## src/cbt_pkg.sv

```systemverilog
// ----------------------------------------------------------------------------
// cbt_pkg
// Shared types, codes and reset constants for the circuit breaker table.
// ----------------------------------------------------------------------------
package cbt_pkg;

    // Default number of breakers in the table.
    localparam int CBT_TARGETS_DEFAULT = 8;

    // Register reset values.
    localparam logic [7:0]  THRESHOLD_RESET = 8'd3;
    localparam logic [31:0] COOLDOWN_RESET  = 32'd30;

    // Operation codes carried by a request.
    typedef enum logic [1:0] {
        OP_REQUEST = 2'd0,
        OP_SUCCESS = 2'd1,
        OP_FAILURE = 2'd2,
        OP_CLEAR   = 2'd3
    } op_t;

    // Configuration register indexes.
    typedef enum logic [0:0] {
        CFG_FAILURE_THRESHOLD = 1'b0,
        CFG_COOLDOWN_SECONDS  = 1'b1
    } cfg_reg_t;

    // One breaker as it is kept in the state memory.
    typedef struct packed {
        logic [7:0]  failure_count;
        logic        is_open;
        logic [31:0] open_stamp;
        logic        probe_out;
    } entry_t;

    // One incoming request.
    typedef struct packed {
        op_t         operation;
        logic [2:0]  target_index;
        logic [31:0] now_seconds;
    } item_t;

    // One result.
    typedef struct packed {
        logic       allowed;
        logic       cooling_down;
        logic [7:0] failures;
    } result_t;

endpackage

```

## src/cbt_if.sv

```systemverilog
// ----------------------------------------------------------------------------
// cbt_if
// Valid/ready channels for incoming requests and outgoing results.
// ----------------------------------------------------------------------------
interface cbt_req_if;
    logic        valid;
    logic        ready;
    logic [1:0]  operation;
    logic [2:0]  target_index;
    logic [31:0] now_seconds;

    modport source (output valid, output operation, output target_index,
                    output now_seconds, input ready);
    modport sink   (input valid, input operation, input target_index,
                    input now_seconds, output ready);
endinterface

interface cbt_rsp_if;
    logic       valid;
    logic       ready;
    logic       allowed;
    logic       cooling_down;
    logic [7:0] failures;

    modport source (output valid, output allowed, output cooling_down,
                    output failures, input ready);
    modport sink   (input valid, input allowed, input cooling_down,
                    input failures, output ready);
endinterface

```

## src/cbt_state_mem.sv

```systemverilog
// ----------------------------------------------------------------------------
// cbt_state_mem
// Breaker state memory with a registered read, write-to-read forwarding and
// per-entry valid bits so that reset and clear-all take effect at once.
// ----------------------------------------------------------------------------
module cbt_state_mem
    import cbt_pkg::*;
#(
    parameter int TARGETS = CBT_TARGETS_DEFAULT,
    parameter int ADDR_W  = (TARGETS > 1) ? $clog2(TARGETS) : 1
) (
    input  logic              clk,
    input  logic              rst_n,
    input  logic              rd_en,
    input  logic [ADDR_W-1:0] rd_addr,
    input  logic              wr_en,
    input  logic [ADDR_W-1:0] wr_addr,
    input  entry_t            wr_data,
    input  logic              clear_all,
    output entry_t            rd_data
);

    entry_t              mem [TARGETS];
    entry_t              rd_data_reg;
    logic [ADDR_W-1:0]   rd_addr_reg;
    logic [TARGETS-1:0]  valid_reg;
    logic [TARGETS-1:0]  valid_next;

    // Write port.
    always_ff @(posedge clk)
    begin
        if (wr_en)
        begin
            mem[wr_addr] <= wr_data;
        end
    end

    // Read port; a write to the same entry in the same cycle is forwarded.
    always_ff @(posedge clk)
    begin
        if (rd_en)
        begin
            rd_addr_reg <= rd_addr;
            if (wr_en && (wr_addr == rd_addr))
            begin
                rd_data_reg <= wr_data;
            end
            else
            begin
                rd_data_reg <= mem[rd_addr];
            end
        end
    end

    // Valid bits: an entry that was never written since reset or the last
    // clear-all reads as a closed breaker with no failures.
    always_comb
    begin
        valid_next = valid_reg;
        if (clear_all)
        begin
            valid_next = '0;
        end
        else if (wr_en)
        begin
            valid_next[wr_addr] = 1'b1;
        end
    end

    always_ff @(posedge clk or negedge rst_n)
    begin
        if (!rst_n)
        begin
            valid_reg <= '0;
        end
        else
        begin
            valid_reg <= valid_next;
        end
    end

    assign rd_data = valid_reg[rd_addr_reg] ? rd_data_reg : '0;

    // Checks.
    a_no_write_on_clear: assert property (@(posedge clk) disable iff (!rst_n)
        !(wr_en && clear_all))
        else $error("state write and clear-all in the same cycle");

    a_clear_empties: assert property (@(posedge clk) disable iff (!rst_n)
        clear_all |=> (valid_reg == '0))
        else $error("valid bits survived a clear-all");

    a_write_marks_valid: assert property (@(posedge clk) disable iff (!rst_n)
        (wr_en && !clear_all) |=> valid_reg[$past(wr_addr)])
        else $error("written entry not marked valid");

endmodule

```

## src/cbt_update.sv

```systemverilog
// ----------------------------------------------------------------------------
// cbt_update
// Next-state and result logic for one breaker entry and one request.
// ----------------------------------------------------------------------------
module cbt_update
    import cbt_pkg::*;
(
    input  item_t       item,
    input  logic        in_range,
    input  entry_t      entry,
    input  logic [7:0]  threshold,
    input  logic [31:0] cooldown,
    output entry_t      entry_next,
    output result_t     result
);

    logic [31:0] elapsed;
    logic        cooling_now;
    logic        cooling_after;
    logic        allowed;
    logic [7:0]  count_inc;
    logic        opens;

    // Elapsed time wraps modulo 2^32.
    assign elapsed     = item.now_seconds - entry.open_stamp;
    assign cooling_now = entry.is_open && (elapsed < cooldown);

    // Failure count saturates at the threshold.
    assign count_inc = (entry.failure_count < threshold) ? entry.failure_count + 8'd1
                                                         : entry.failure_count;
    assign opens     = (count_inc >= threshold);

    always_comb
    begin
        entry_next    = entry;
        allowed       = 1'b0;
        cooling_after = cooling_now;
        unique case (item.operation)
            OP_REQUEST:
            begin
                if (!entry.is_open)
                begin
                    allowed = 1'b1;
                end
                else if (!cooling_now && !entry.probe_out)
                begin
                    // Cooldown over: hand out the single half-open probe.
                    entry_next.probe_out = 1'b1;
                    allowed              = 1'b1;
                end
            end
            OP_SUCCESS:
            begin
                entry_next    = '0;
                cooling_after = 1'b0;
            end
            OP_FAILURE:
            begin
                entry_next.failure_count = count_inc;
                entry_next.probe_out     = 1'b0;
                if (opens)
                begin
                    // Freshly stamped, so elapsed time is zero.
                    entry_next.is_open    = 1'b1;
                    entry_next.open_stamp = item.now_seconds;
                    cooling_after         = (cooldown != 32'd0);
                end
            end
            OP_CLEAR:
            begin
                entry_next    = '0;
                cooling_after = 1'b0;
            end
        endcase
    end

    // Result fields; an index beyond the table answers as a closed breaker.
    always_comb
    begin
        if (item.operation == OP_CLEAR)
        begin
            result = '0;
        end
        else if (!in_range)
        begin
            result              = '0;
            result.allowed      = (item.operation == OP_REQUEST);
        end
        else
        begin
            result.allowed      = allowed;
            result.cooling_down = cooling_after;
            result.failures     = entry_next.failure_count;
        end
    end

endmodule

```

## src/circuit_breaker_table.sv

```systemverilog
// A request and its state read are registered on accept; its result is
// registered once the result register is free. Throughput: one request per
// cycle unless a result stalls; the state write-back on finish is forwarded.
// A stalled result holds the request in flight and back-pressures the input.
// Reset: threshold 3, cooldown 30, all breakers closed with zero failures;
// per-entry valid bits clear the table at once, with no clearing pass.
// ----------------------------------------------------------------------------
// circuit_breaker_table
// Table of per-target circuit breakers with half-open probing.
// ----------------------------------------------------------------------------
module circuit_breaker_table
    import cbt_pkg::*;
#(
    parameter int TARGETS = CBT_TARGETS_DEFAULT
) (
    input  logic         clk,
    input  logic         rst_n,
    cbt_req_if.sink      req,
    cbt_rsp_if.source    rsp,
    input  logic         cfg_we,
    input  logic [0:0]   cfg_index,
    input  logic [31:0]  cfg_data
);

    localparam int ADDR_W = (TARGETS > 1) ? $clog2(TARGETS) : 1;

    logic [7:0]   threshold_reg;
    logic [31:0]  cooldown_reg;
    logic         busy_reg;
    logic         busy_next;
    item_t        item_reg;
    logic         rsp_valid_reg;
    logic         rsp_valid_next;
    result_t      rsp_data_reg;

    logic         accept;
    logic         finish;
    logic         in_range;
    entry_t       entry;
    entry_t       entry_next;
    result_t      result;

    // Configuration registers.
    always_ff @(posedge clk or negedge rst_n)
    begin
        if (!rst_n)
        begin
            threshold_reg <= THRESHOLD_RESET;
            cooldown_reg  <= COOLDOWN_RESET;
        end
        else if (cfg_we)
        begin
            unique case (cfg_reg_t'(cfg_index))
                CFG_FAILURE_THRESHOLD: threshold_reg <= cfg_data[7:0];
                CFG_COOLDOWN_SECONDS:  cooldown_reg  <= cfg_data;
            endcase
        end
    end

    // Handshake: a request in flight finishes once the result register is free.
    assign finish    = busy_reg && (!rsp_valid_reg || rsp.ready);
    assign req.ready = !busy_reg || finish;
    assign accept    = req.valid && req.ready;

    always_comb
    begin
        busy_next = busy_reg;
        if (accept)
        begin
            busy_next = 1'b1;
        end
        else if (finish)
        begin
            busy_next = 1'b0;
        end
    end

    always_comb
    begin
        rsp_valid_next = rsp_valid_reg;
        if (finish)
        begin
            rsp_valid_next = 1'b1;
        end
        else if (rsp.ready)
        begin
            rsp_valid_next = 1'b0;
        end
    end

    always_ff @(posedge clk or negedge rst_n)
    begin
        if (!rst_n)
        begin
            busy_reg      <= 1'b0;
            rsp_valid_reg <= 1'b0;
        end
        else
        begin
            busy_reg      <= busy_next;
            rsp_valid_reg <= rsp_valid_next;
        end
    end

    // Request and result payload registers.
    always_ff @(posedge clk)
    begin
        if (accept)
        begin
            item_reg.operation    <= op_t'(req.operation);
            item_reg.target_index <= req.target_index;
            item_reg.now_seconds  <= req.now_seconds;
        end
        if (finish)
        begin
            rsp_data_reg <= result;
        end
    end

    assign in_range = (int'(item_reg.target_index) < TARGETS);

    // Breaker state memory.
    cbt_state_mem #(
        .TARGETS (TARGETS),
        .ADDR_W  (ADDR_W)
    ) u_state_mem (
        .clk       (clk),
        .rst_n     (rst_n),
        .rd_en     (accept),
        .rd_addr   (ADDR_W'(req.target_index)),
        .wr_en     (finish && in_range && (item_reg.operation != OP_CLEAR)),
        .wr_addr   (ADDR_W'(item_reg.target_index)),
        .wr_data   (entry_next),
        .clear_all (finish && (item_reg.operation == OP_CLEAR)),
        .rd_data   (entry)
    );

    // Breaker update.
    cbt_update u_update (
        .item       (item_reg),
        .in_range   (in_range),
        .entry      (entry),
        .threshold  (threshold_reg),
        .cooldown   (cooldown_reg),
        .entry_next (entry_next),
        .result     (result)
    );

    assign rsp.valid        = rsp_valid_reg;
    assign rsp.allowed      = rsp_data_reg.allowed;
    assign rsp.cooling_down = rsp_data_reg.cooling_down;
    assign rsp.failures     = rsp_data_reg.failures;

    // Checks.
    a_result_from_busy: assert property (@(posedge clk) disable iff (!rst_n)
        $rose(rsp_valid_reg) |-> $past(busy_reg))
        else $error("result appeared with no request in flight");

    a_stall_blocks_input: assert property (@(posedge clk) disable iff (!rst_n)
        (busy_reg && rsp_valid_reg && !rsp.ready) |-> !req.ready)
        else $error("request accepted while a stalled one is in flight");

    a_allowed_only_request: assert property (@(posedge clk) disable iff (!rst_n)
        (finish && (item_reg.operation != OP_REQUEST)) |-> !result.allowed)
        else $error("allowed set for an operation other than a request");

    a_clear_result_zero: assert property (@(posedge clk) disable iff (!rst_n)
        (finish && (item_reg.operation == OP_CLEAR)) |-> (result == '0))
        else $error("clear-all produced a nonzero result");

endmodule
```

## src/flat_wrapper.sv

```systemverilog
// flat-port wrapper written by rule: the top's interface ports become plain ports
module circuit_breaker_table_flat import cbt_pkg::*;
#(
    parameter int TARGETS = CBT_TARGETS_DEFAULT
)
  (clk, rst_n, cfg_we, cfg_index, cfg_data, req_valid, req_operation, req_target_index, req_now_seconds, req_ready, rsp_valid, rsp_allowed, rsp_cooling_down, rsp_failures, rsp_ready);
  cbt_req_if req_i ();
  cbt_rsp_if rsp_i ();
  input  logic clk;
  input  logic rst_n;
  input  logic cfg_we;
  input  logic [0:0] cfg_index;
  input  logic [31:0] cfg_data;
  input wire logic [$bits(req_i.valid)-1:0] req_valid;
  input wire logic [$bits(req_i.operation)-1:0] req_operation;
  input wire logic [$bits(req_i.target_index)-1:0] req_target_index;
  input wire logic [$bits(req_i.now_seconds)-1:0] req_now_seconds;
  output wire logic [$bits(req_i.ready)-1:0] req_ready;
  output wire logic [$bits(rsp_i.valid)-1:0] rsp_valid;
  output wire logic [$bits(rsp_i.allowed)-1:0] rsp_allowed;
  output wire logic [$bits(rsp_i.cooling_down)-1:0] rsp_cooling_down;
  output wire logic [$bits(rsp_i.failures)-1:0] rsp_failures;
  input wire logic [$bits(rsp_i.ready)-1:0] rsp_ready;
  assign req_i.valid = req_valid;
  assign req_i.operation = req_operation;
  assign req_i.target_index = req_target_index;
  assign req_i.now_seconds = req_now_seconds;
  assign req_ready = req_i.ready;
  assign rsp_valid = rsp_i.valid;
  assign rsp_allowed = rsp_i.allowed;
  assign rsp_cooling_down = rsp_i.cooling_down;
  assign rsp_failures = rsp_i.failures;
  assign rsp_i.ready = rsp_ready;
  circuit_breaker_table #(.TARGETS(TARGETS)) u_core (.clk(clk), .rst_n(rst_n), .req(req_i), .rsp(rsp_i), .cfg_we(cfg_we), .cfg_index(cfg_index), .cfg_data(cfg_data));
endmodule
```

## config.mk

```make
export PLATFORM = sky130hd
export DESIGN_NAME = circuit_breaker_table_flat
export DESIGN_NICKNAME = d
export VERILOG_FILES = /design/src/cbt_pkg.sv /design/src/cbt_if.sv /design/src/cbt_state_mem.sv /design/src/cbt_update.sv /design/src/circuit_breaker_table.sv /design/src/flat_wrapper.sv
export SDC_FILE = /design/constraint.sdc
export NUM_CORES = 1
export LEC_CHECK = 0
export BUFFER_PORTS_ARGS = -buffer_cell sky130_fd_sc_hd__buf_2
export CAP_MARGIN = 20
export CORE_ASPECT_RATIO = 0.6
export CORE_MARGIN = 10
export CORE_UTILIZATION = 40
export DETAILED_ROUTE_END_ITERATION = 7
export PLACE_DENSITY = 0.53
export SYNTH_ARGS = -nofsm -noshare
export SYNTH_HDL_FRONTEND = slang
export SYNTH_SLANG_ARGS = --single-unit
```

## constraint.sdc

```tcl
create_clock -name clk -period 6.3 [get_ports clk]
set_input_delay 0.63 -clock clk [delete_from_list [all_inputs] [get_ports clk]]
set_output_delay 0.63 -clock clk [all_outputs]
set_load 0.01 [all_outputs]
```

==> results.yml <==
route:
  viasPerCell: 5.53
  wl_mm: 53.6
  antenna_left: 0
  wl_per_cell_um: 23.1
  vias: 12874
  dr.pass1.iters: 5
  drtIter0Drc: 1039
  drc: 0
global_route:
  overflow: 0
  first_global_vias: 13018
  grt_pass1_wl_mm: 80.5
  track_usage: 0.160
  grt_max_degree: 68
  grt_antenna_before_repair: 1
critical_path:
  r2r_start: "u_core.u_state_mem.rd_addr_reg[0]"
  cp-end-kind: "flop"
  rr_endpoint: "u_core.u_state_mem.mem[6][0]"
  crit_required_ps: 6720
  reg2reg_slack_ps: 270
  crit_arrival_ps: 6450
  rr_worst_depth: 22
  worst-setup-path-type: "flop to flop"
  startpoint_type: "flop"
  worstPathMaxFanout: 17
clock_network:
  htreeDepth: 2
  root_buffer: "clkbuf_16"
  clk_path_buf_depth: 3
  cts-buffers-inserted: 45
  cts_tree: "yes"
  path_clk_slew_ps: 60
  worstSkewPairLatency_ps: 580
  clkSinkCount: 475
timing:
  min_period_ps: 6030
  slew-limit-headroom: 0.330
  finalSetupViolations: 0
  finalHoldViolations: 0
  slew_violations: 0
  fin_skew_ps: 21.0
  tightest_slew_ps: 1010
  fmax_mhz: 166
  post-route-period-util: 0.958
placement:
  place_hpwl_mm: 34.5
  gp_congestion: 0.851
  port_buffers: 86
synthesis:
  ys_ff_latch: 475
  syn_nets: 1642
  synth_ff_type: "edfxtp_1"
  syn_avg_cell_area_sq_um: 14.8
  synth_edf_count: 425
  syn-cell-area_sq_mm: 0.0220
  yosys_warnings: 0
  yosysUniqueCellTypes: 75
  synth_seq_area_share: 0.637
  synthCells: 1483
  synth-async-reset-ratio: 0.105
power_and_ir_drop:
  vdd_ir_drop_max_mv: 0.208
  comb_power_share: 0.205
  p_switching_mw: 2.32
  power_density_mw_per_mm2: 325
  fin_total_pwr_mw: 8.08
  leakage_nw: 9.09
  netSwitchingFraction: 0.287
  clkPwrFrac: 0.330
  power_frac_seq: 0.465
  p_int_mw: 5.76
floorplanning:
  initial_utilization: 0.405
  dieWidth_um: 323
  coreArea_sq_mm: 0.0543
  boundaryPins: 87
  num_rows: 66
  die_height_um: 202
  dieArea_sq_mm: 0.0651
cells_and_area:
  synthToLayoutAreaGrowth_pct: 12.8
  layout.nets: 1734
  largest_register_ffs: 336
  fillCellCount: 4830
  finish.utilization: 0.457
  final_layout_size_suffix_gt1_frac: 0.243
  insertedDiodeCount: 0
worst_hold_path:
  hold_path_class: "primary input to asynchronous set/reset pin"
status:
  status: "finished, final reports clean"
job:
  maxCapViolCount: 0
## worst max-delay path by stage
stage / end / cells after the start / startpoint / slack, ps
after floorplan: u_core.u_state_mem.mem[1][0] / 5 / rsp_ready / 190
after global placement: u_core.u_state_mem.mem[4][0] / 22 / u_core.u_state_mem.rd_addr_reg[0] / 280
after detailed placement: u_core.u_state_mem.mem[6][0] / 22 / u_core.u_state_mem.rd_addr_reg[0] / 60
after CTS: u_core.u_state_mem.mem[6][0] / 22 / u_core.u_state_mem.rd_addr_reg[0] / 10
after global routing: u_core.u_state_mem.mem[6][0] / 22 / u_core.u_state_mem.rd_addr_reg[0] / -60
final: u_core.u_state_mem.mem[6][0] / 22 / u_core.u_state_mem.rd_addr_reg[0] / 270
## routing by layer
| layer | up-vias | routed length, um | track usage |
|---|---|---|---|
| met5 | - | 0 | 0 |
| met4 | 0 | 736 | 0.0279 |
| met3 | 56 | 3180 | 0.0271 |
| met2 | 335 | 23700 | 0.241 |
| met1 | 6592 | 26000 | 0.242 |
| li1 | 5891 | - | - |
## repair_timing
item,CTS,global route
hold buffers,0,0
hold endpoints to repair,0,0
gates resized for setup,0,10
setup endpoints to repair,0,11
buffers inserted,0,3
## cell usage after synthesis (4+ instances only)
cell,n,area share
and4_1,4,0.0016
nor2b_1,13,0.0037
nor4_1,11,0.0031
o21ai_1,9,0.0020
nor3_1,15,0.0034
xnor2_1,19,0.0076
xor2_1,12,0.0048
a211oi_1,7,0.0024
o21a_1,11,0.0038
ha_1,83,0.047
mux2_4,4,0.0027
buf_1,7,0.0012
edfxtp_1,425,0.58
a31oi_1,8,0.0023
dfrtp_1,44,0.050
nand4_1,12,0.0034
clkbuf_1,55,0.0094
buf_2,9,0.0020
nor2_1,114,0.019
a21oi_1,77,0.018
dfstp_2,6,0.0072
nand3_1,11,0.0025
buf_6,4,0.0020
a21o_1,23,0.0078
nand2_1,115,0.020
and2_1,12,0.0034
and3_1,9,0.0026
mux4_2,86,0.088
mux2i_1,7,0.0032
o211ai_1,5,0.0017
o31ai_1,34,0.012
nand2b_1,13,0.0037
mux2_2,73,0.037
inv_1,55,0.0094
o21ai_0,32,0.0073
## cell families after synthesis
group,count (synthesis),synth area share
adders and majority gates,84,0.0481
xor gates and xnor gates,31,0.0123
and+or+nand+nor,348,0.0738
muxes,170,0.131
AOI/OAI and AO/OA,241,0.0728
DFF,475,0.637
buffers and inverters,134,0.0249
## worst max-delay path: stages, from the launching register on
cell	delay [ps]
edfxtp_1	500
mux4_2	660
mux2_4	430
and2_1	220
ha_1	180
nand2b_1	180
a21oi_2	220
o21ai_0	130
buf_4	170
nand4_1	100
o211ai_1	180
o31ai_2	410
o21ai_1	190
a211o_1	290
ha_1	300
nand4_1	180
nor4_2	360
o211ai_1	150
a311oi_1	300
a211oi_1	100
buf_4	190
o21bai_1	150
and3_2	280
## through the flow
step	instance area (sq um)	std cells	hold slack (ps)	worst slack (ps)	setup TNS, ps
5_1_grt	24800	2326	208	-60.8	-476
6_report	24800	2326	184	267	0
3_3_place_gp	23300	2238	475	275	0
3_5_place_dp	23300	2238	491	61.1	0
2_1_floorplan	22000	1483	334	190	0
4_1_cts	24800	2322	201	13.2	0
## area by class of cell
cell class,count,area [sq um],area share
repair buffers,120,707,0.0285
clock inverters,25,255,0.0103
multi-input cells,875,7560,0.304
flip-flops and latches,475,14000,0.565
inverters,58,218,0.00877
well taps,714,893,0.0360
clock buffers,59,1180,0.0475
## cell usage in the layout, fill, tap and decap left out, types with 12 or more instances in the layout
| cell | count |
|---|---|
| edfxtp_1 | 425 |
| nand2_1 | 115 |
| nor2_1 | 113 |
| mux4_2 | 86 |
| buf_2 | 84 |
| ha_1 | 82 |
| a21oi_1 | 73 |
| mux2_2 | 73 |
| inv_1 | 55 |
| clkbuf_16 | 45 |
| dfrtp_1 | 44 |
| buf_4 | 34 |
| o31ai_1 | 33 |
| o21ai_0 | 32 |
| a21o_1 | 23 |
| xnor2_1 | 19 |
| clkbuf_1 | 14 |
| nand2b_1 | 13 |
| nor2b_1 | 13 |
| xor2_1 | 12 |
| nand4_1 | 12 |
## power groups by stage
stage	logic [mW]	registers, mW	clock network [mW]
6_report	1.66	3.76	2.67
5_1_grt	1.85	3.77	2.86
4_1_cts	1.62	3.76	2.74
3_5_place_dp	1.61	3.82	0
3_3_place_gp	1.59	3.82	0
2_1_floorplan	1.14	3.78	0
Power figures use the tool's default switching activity.
